===== src/sv/lots_pkg.sv =====
package lots_pkg;

	// Result status codes.
	localparam logic [2:0] ST_LETTER  = 3'd0;
	localparam logic [2:0] ST_PREFIX  = 3'd1;
	localparam logic [2:0] ST_CYCLE   = 3'd2;
	localparam logic [2:0] ST_EMPTY   = 3'd3;
	localparam logic [2:0] ST_TOOLONG = 3'd4;

	// Sequencer states, one-hot.
	typedef enum logic [8:0] {
		S_IDLE  = 9'b000000001,
		S_COMP  = 9'b000000010,
		S_FIN   = 9'b000000100,
		S_DEG   = 9'b000001000,
		S_SCAN  = 9'b000010000,
		S_POP   = 9'b000100000,
		S_RELAX = 9'b001000000,
		S_EMIT  = 9'b010000000,
		S_STAT  = 9'b100000000
	} state_t;

endpackage


===== src/sv/letter_order_topological_sort.sv =====
// Each letter is accepted, then compared against the stored word.
// At list end the sort checks for errors, adds the matrix rows into the in-degree counters,
// scans the letters, then pops and relaxes each placed letter; an error yields one status result.
// Results then leave at one per cycle through an output register unless out_stall holds them.
// Reset (arst_n low, asynchronous) clears all control state; after each list the
// block clears itself when its final result is registered.
module letter_order_topological_sort #(
	parameter int ALPHABET_SIZE = 26,
	parameter int MAX_WORD_LEN  = 64
) (
	input  logic       clk,
	input  logic       arst_n,
	input  logic       in_valid,
	output logic       in_stall,
	input  logic [4:0] letter,
	input  logic       word_end,
	input  logic       list_end,
	output logic       out_valid,
	input  logic       out_stall,
	output logic [4:0] order_letter,
	output logic [2:0] status,
	output logic       last
);
	import lots_pkg::*;

	localparam int LW = (ALPHABET_SIZE > 1) ? $clog2(ALPHABET_SIZE) : 1;
	localparam int CW = $clog2(ALPHABET_SIZE + 1);
	localparam int AW = (MAX_WORD_LEN > 1) ? $clog2(MAX_WORD_LEN) : 1;
	localparam int PW = $clog2(MAX_WORD_LEN + 1);
	localparam logic [CW-1:0] LAST_IDX = CW'(ALPHABET_SIZE - 1);

	state_t state_q;

	logic [4:0]    let_q;
	logic          we_q, le_q;
	logic [4:0]    rd_q;
	logic [4:0]    word_mem [MAX_WORD_LEN];
	logic [PW-1:0] pos_q, prev_len_q;
	logic          diff_q, prefix_q, len_err_q;
	logic [ALPHABET_SIZE-1:0] edge_q [ALPHABET_SIZE];
	logic [ALPHABET_SIZE-1:0] present_q;
	logic [CW-1:0] indeg_q [ALPHABET_SIZE];
	logic [LW-1:0] queue_q [ALPHABET_SIZE];
	logic [CW-1:0] head_q, tail_q, idx_q, total_q;
	logic [LW-1:0] u_q;
	logic [2:0]    st_q;
	logic          ov_q;
	logic [4:0]    ol_q;
	logic [2:0]    os_q;
	logic          olast_q;

	logic          in_acc, slot_free, emit_go;
	logic          let_ok, pos_ok, differ_now, edge_ok, word_done;
	logic [PW-1:0] new_pos;
	logic [LW-1:0] idx_l;
	logic [LW-1:0] q_rd;
	logic [ALPHABET_SIZE-1:0] row;

	assign in_stall  = (state_q != S_IDLE);
	assign in_acc    = in_valid && !in_stall;
	assign slot_free = !ov_q || !out_stall;
	assign emit_go   = ((state_q == S_EMIT) || (state_q == S_STAT)) && slot_free;
	assign out_valid    = ov_q;
	assign order_letter = ol_q;
	assign status       = os_q;
	assign last         = olast_q;

	// Comparison of the current letter with the stored previous word.
	always_comb begin
		let_ok     = (let_q < 5'(ALPHABET_SIZE));
		pos_ok     = (pos_q < PW'(MAX_WORD_LEN));
		new_pos    = pos_ok ? pos_q + PW'(1) : pos_q;
		differ_now = pos_ok && !diff_q && (pos_q < prev_len_q) && (rd_q != let_q);
		edge_ok    = differ_now && let_ok && (rd_q < 5'(ALPHABET_SIZE));
		word_done  = we_q || le_q;
		idx_l      = idx_q[LW-1:0];
		row        = (state_q == S_RELAX) ? edge_q[u_q] : edge_q[idx_l];
		q_rd       = (state_q == S_EMIT) ? queue_q[idx_l] : queue_q[head_q[LW-1:0]];
	end

	// Previous word store: read on transfer, written in the compare cycle.
	always_ff @(posedge clk) begin
		if (in_acc) begin
			rd_q <= word_mem[pos_q[AW-1:0]];
		end
		if (state_q == S_COMP && pos_ok) begin
			word_mem[pos_q[AW-1:0]] <= let_q;
		end
	end

	// Input letter holding register.
	always_ff @(posedge clk) begin
		if (in_acc) begin
			let_q <= letter;
			we_q  <= word_end;
			le_q  <= list_end;
		end
	end

	// Sequencer with the shared degree and relax step.
	always_ff @(posedge clk or negedge arst_n) begin
		if (!arst_n) begin
			state_q    <= S_IDLE;
			pos_q      <= '0;
			prev_len_q <= '0;
			diff_q     <= 1'b0;
			prefix_q   <= 1'b0;
			len_err_q  <= 1'b0;
			present_q  <= '0;
			head_q     <= '0;
			tail_q     <= '0;
			idx_q      <= '0;
			total_q    <= '0;
			u_q        <= '0;
			st_q       <= ST_LETTER;
			ov_q       <= 1'b0;
			ol_q       <= '0;
			os_q       <= ST_LETTER;
			olast_q    <= 1'b0;
			for (int i = 0; i < ALPHABET_SIZE; i++) begin
				edge_q[i]  <= '0;
				indeg_q[i] <= '0;
				queue_q[i] <= '0;
			end
		end else begin
			if (ov_q && !out_stall && !emit_go) begin
				ov_q <= 1'b0;
			end
			case (state_q)
				S_IDLE: begin
					if (in_acc) begin
						state_q <= S_COMP;
					end
				end
				S_COMP: begin
					if (let_ok) begin
						present_q[let_q[LW-1:0]] <= 1'b1;
					end
					if (edge_ok) begin
						edge_q[rd_q[LW-1:0]][let_q[LW-1:0]] <= 1'b1;
					end
					if (!pos_ok) begin
						len_err_q <= 1'b1;
					end
					if (word_done) begin
						if (!(diff_q || differ_now) && (prev_len_q > new_pos)) begin
							prefix_q <= 1'b1;
						end
						prev_len_q <= new_pos;
						pos_q      <= '0;
						diff_q     <= 1'b0;
					end else begin
						pos_q  <= new_pos;
						diff_q <= diff_q || differ_now;
					end
					state_q <= le_q ? S_FIN : S_IDLE;
				end
				S_FIN: begin
					idx_q   <= '0;
					total_q <= '0;
					if (len_err_q) begin
						st_q    <= ST_TOOLONG;
						state_q <= S_STAT;
					end else if (prefix_q) begin
						st_q    <= ST_PREFIX;
						state_q <= S_STAT;
					end else if (present_q == '0) begin
						st_q    <= ST_EMPTY;
						state_q <= S_STAT;
					end else begin
						state_q <= S_DEG;
					end
				end
				S_DEG: begin
					// Add one matrix row into every in-degree counter.
					for (int v = 0; v < ALPHABET_SIZE; v++) begin
						indeg_q[v] <= indeg_q[v] + CW'(row[v]);
					end
					if (idx_q == LAST_IDX) begin
						idx_q   <= '0;
						state_q <= S_SCAN;
					end else begin
						idx_q <= idx_q + CW'(1);
					end
				end
				S_SCAN: begin
					if (present_q[idx_l]) begin
						total_q <= total_q + CW'(1);
						if (indeg_q[idx_l] == '0) begin
							queue_q[tail_q[LW-1:0]] <= idx_l;
							tail_q <= tail_q + CW'(1);
						end
					end
					if (idx_q == LAST_IDX) begin
						idx_q   <= '0;
						state_q <= S_POP;
					end else begin
						idx_q <= idx_q + CW'(1);
					end
				end
				S_POP: begin
					idx_q <= '0;
					if (head_q < tail_q) begin
						u_q     <= q_rd;
						head_q  <= head_q + CW'(1);
						state_q <= S_RELAX;
					end else if (tail_q == total_q) begin
						state_q <= S_EMIT;
					end else begin
						st_q    <= ST_CYCLE;
						state_q <= S_STAT;
					end
				end
				S_RELAX: begin
					// Visit one target of the popped letter.
					if (row[idx_l] && indeg_q[idx_l] != '0) begin
						indeg_q[idx_l] <= indeg_q[idx_l] - CW'(1);
						if (indeg_q[idx_l] == CW'(1)) begin
							queue_q[tail_q[LW-1:0]] <= idx_l;
							tail_q <= tail_q + CW'(1);
						end
					end
					if (idx_q == LAST_IDX) begin
						state_q <= S_POP;
					end else begin
						idx_q <= idx_q + CW'(1);
					end
				end
				S_EMIT, S_STAT: begin
					if (slot_free) begin
						ov_q <= 1'b1;
						if (state_q == S_EMIT) begin
							ol_q    <= 5'(q_rd);
							os_q    <= ST_LETTER;
							olast_q <= (idx_q + CW'(1) == tail_q);
						end else begin
							ol_q    <= '0;
							os_q    <= st_q;
							olast_q <= 1'b1;
						end
						idx_q <= idx_q + CW'(1);
						if (state_q == S_STAT || idx_q + CW'(1) == tail_q) begin
							// Final transfer of the list: clear the word, matrix, degree and queue state.
							state_q    <= S_IDLE;
							prev_len_q <= '0;
							prefix_q   <= 1'b0;
							len_err_q  <= 1'b0;
							present_q  <= '0;
							head_q     <= '0;
							tail_q     <= '0;
							for (int i = 0; i < ALPHABET_SIZE; i++) begin
								edge_q[i]  <= '0;
								indeg_q[i] <= '0;
							end
						end
					end
				end
				default: begin
					state_q <= S_IDLE;
				end
			endcase
		end
	end

endmodule


===== config.mk =====
export PLATFORM = sky130hd
export DESIGN_NAME = letter_order_topological_sort
export DESIGN_NICKNAME = d
export VERILOG_FILES = /design/src/sv/lots_pkg.sv /design/src/sv/letter_order_topological_sort.sv
export SDC_FILE = /design/constraint.sdc
export NUM_CORES = 2
export LEC_CHECK = 0
export BUFFER_PORTS_ARGS = -buffer_cell sky130_fd_sc_hd__buf_4
export CAP_MARGIN = 0
export CORE_MARGIN = 2
export CORE_UTILIZATION = 40
export DETAILED_ROUTE_END_ITERATION = 12
export PLACE_DENSITY = 0.57
export SKIP_LAST_GASP = 1
export SYNTH_ARGS = -nofsm -noshare
export SYNTH_HDL_FRONTEND = slang
export SYNTH_SLANG_ARGS = --single-unit

===== constraint.sdc =====
create_clock -name clk -period 4.2 [get_ports clk]
set_input_delay 0.42 -clock clk [delete_from_list [all_inputs] [get_ports clk]]
set_output_delay 0.42 -clock clk [all_outputs]
set_load 0.05 [all_outputs]

==> flow_summary.ini <==
[routing]
viasPerCell = 6.33
drt_drc_violations_left = 0
wire_per_inst_um = 29.3
total_vias_in_the_final_route = 56200
drt-pass1-iter-count = 6
postRouteWirelength_um = 260000
drt.antenna.violating_nets = 0
drt_first_iter_violations = 7326

[sta]
grt_setup_unrepaired = yes
timing.slew.headroom = 0.197
final-setup-viol-count = 91
timing_worst_slew_pin_value_ps = 1200
fin_skew_ps = 71.7
worst_hold_slack_ps = 167
hold_viol_final = 0
setup_ws_ps = -52.0
fmaxAchievable_mhz = 235
min_period_over_period = 1.01
timing.final.max_slew_violations = 0
final_period_minus_worst_setup_slack_ps = 4250

[logic_synthesis]
synthCells = 6229
synth_flop_cell = dfrtp_1
synth_seq_area_share = 0.509
number_of_synthesized_flops_with_an_enable_pin = 332
avgSynthCellArea_um2 = 11.2
syn_area_um2 = 70100
synth.ff_latch_count = 1358
yosys_warnings = 0
postSynth.asyncResetShare = 0.756
unique_masters_post_synth = 97
syn_nets = 6321

[final_layout]
syn_to_final_growth_pct = 17.6
leading_cell_type_in_the_layout_fill_and_taps_excluded = dfrtp_1
fin_nets = 6504
layout-drive-gt1-share = 0.215
filler_cells_inserted = 15700
multiInputGateArea_um2 = 32300
finish.utilization = 0.474
register_area_um2 = 35700
commonest_cells_after_routing_fill_and_taps_aside = dfrtp_1, nand2_1, o21ai_0, buf_4, edfxtp_1

[critical_path]
critical_path.top_delay_family = simple AND/OR/NAND/NOR gates
path_buf_inv = 4
worstPathCellList = or4_4 > or3_4 > buf_12 > buf_12 > nor2_4 > and4_4 > nor4_2 > a311oi_2 > and4b_1 > and4_4 > buf_4 > buf_16 > or4_4 > mux2_2
timing.critical_path.fanout_max = 13
data_required_critical_path_ps = 4910
cp_slowest_cell = or4_4
critPathMaxStageDelay_ps = 570
arrival_ps = 4960
worst_setup_sp_type = flop
crit_type = reg2reg
critical_path.endpoint_type = flop

[power_and_ir_drop]
seqPwrFrac = 0.394
power.net_switching_mw = 11.4
p_leak_nw = 32.9
cell_internal_pwr_mw = 25.5
total_power_mw = 36.9
comb_power_share = 0.220
power-per-cell-area_nw_per_um2 = 448
irDropWorstVdd_uv = 357
switching_share = 0.308
clkPwrFrac = 0.386

[clock_tree]
cts.clk_slew.worst_paths_ps = 60
clk_latency_ps = 850
htree_num_levels = 4
cts_max_path_buffers = 3
cts_tree = yes
clock_sinks = 1358
clock_buffer_count_from_cts = 156
clock-root-buffer = clkbuf_16

[global_route]
total_global_routing_overflow = 0
global_route.usage.total = 0.287
global_route_wire_length_before_repair_um = 383000
grt_antenna_before_repair = 11
grt_max_degree = 135
vias_in_the_first_global_route = 54900

[floorplan]
core_area_um2 = 174000
design.portCount = 22
die_area_um2 = 179000
die_w_um = 423
rows = 153
fp.dieH_um = 423
floorplan.initialDensity = 0.403

[worst_hold_path]
worstHoldPathType = in2async

[place]
gp_routability_congestion = 0.953
io_buffer_count = 21
hpwlAfterDp_um = 167000

[flow_run]
cap_viol_max_count = 0

[run_status]
status = complete, but fails checks
violated_checks = negative setup slack
## metal layers
metal	vias up	wire length, um	part of all wire	GRT usage
li1	23600	-	-	-
met1	28700	106000	0.41	0.397
met2	3141	115000	0.44	0.432
met3	715	25300	0.097	0.0622
met4	10	13400	0.052	0.135
met5	-	78	0.00030	0
## stage by stage
| stage | std cells | cell area [um2] | setup slack (ps) | TNS [ps] |
|---|---|---|---|---|
| global placement | 8526 | 75600 | -515 | -110670 |
| floorplan | 6229 | 70100 | -31.6 | -1580 |
| detailed placement | 8526 | 75600 | -583 | -126070 |
| global route | 8866 | 82400 | -75.9 | -4150 |
| finish | 8874 | 82400 | -52.0 | -2730 |
| CTS | 8837 | 81700 | 0.731 | 0 |
## registers in the layout, indices dropped and copies added, names as in the netlist, 3 cells and up
register,cells
edge_q,676
word_mem,320
indeg_q,130
queue_q,130
present_q,26
state_q,9
pos_q,7
prev_len_q,7
head_q,5
idx_l,5
let_q,5
order_letter,5
rd_q,5
tail_q,5
total_q,5
u_q,5
st_q,3
status,3
## kinds of logic after synthesis
group | synth area share
buffers and inverters | 0.0400
XOR/XNOR | 0.0106
multiplexers | 0.170
AND/OR/NAND/NOR | 0.110
AO/OA/AOI/OAI | 0.146
adder cells (fa/ha/maj) | 0.0145
flip-flops | 0.509
## layout make-up
cell class / instances / share of cell area
diodes: 9 / 0.000273
multi-input cells: 4270 / 0.392
repair buffers: 595 / 0.0726
clock buffers: 214 / 0.0534
well taps: 2325 / 0.0353
flip-flops and latches: 1358 / 0.433
clock inverters: 72 / 0.0118
inverters: 31 / 0.00149
## Yosys cell counts (81+ instances only)
cell type,count,area (um2)
o21ai_0,816,4080
ha_1,81,1010
buf_2,103,515
nand3_1,137,686
a22o_1,168,1470
nor2_1,201,754
mux2_2,128,1440
dfrtp_1,1025,25600
mux4_2,272,6130
clkbuf_1,368,1380
a21oi_1,100,500
mux2i_1,293,2930
a22oi_1,134,1010
nand2_1,1000,3750
edfxtp_1,332,9970
## repair_timing
item / in CTS / in global routing
cloned: 3 / 4
hold buffers: 10 / 0
setup endpoints to repair: 429 / 865
hold endpoints to repair: 108 / 0
pin swaps: 10 / 28
setup buffers: 13 / 25
resized for setup: 85 / 103
## final timing paths
check | startpoint | slack (ps) | depth (start not counted) | to
max | state_q[2] | -50 | 14 | queue_q[8]
min reg2reg | status[0] | 490 | 2 | status[0]
min | arst_n | 170 | 2 | edge_q[392]
max in group asynchronous | arst_n | 2800 | 3 | edge_q[541]
max reg2reg | state_q[2] | -50 | 14 | queue_q[8]
min in group clk | letter[0] | 300 | 2 | let_q[0]
## power groups by stage
stage	clock (mW)	sequential, mW	combinational (mW)
after detailed placement	0	14.8	7.53
after CTS	14.4	14.5	7.78
final	14.2	14.6	8.11
after global routing	14.9	14.6	8.55
after floorplan	0	14.7	4.61
after global placement	0	14.8	7.49
## worst register-to-register path: cells and delay by family (launching register included)
family          cells  cell delay, ps
mux                 1             330
buf+inv             4             680
flops               1             380
simple gates        8            2330
compound gates      1             390
Note: power is estimated with default switching activity, not from simulation.
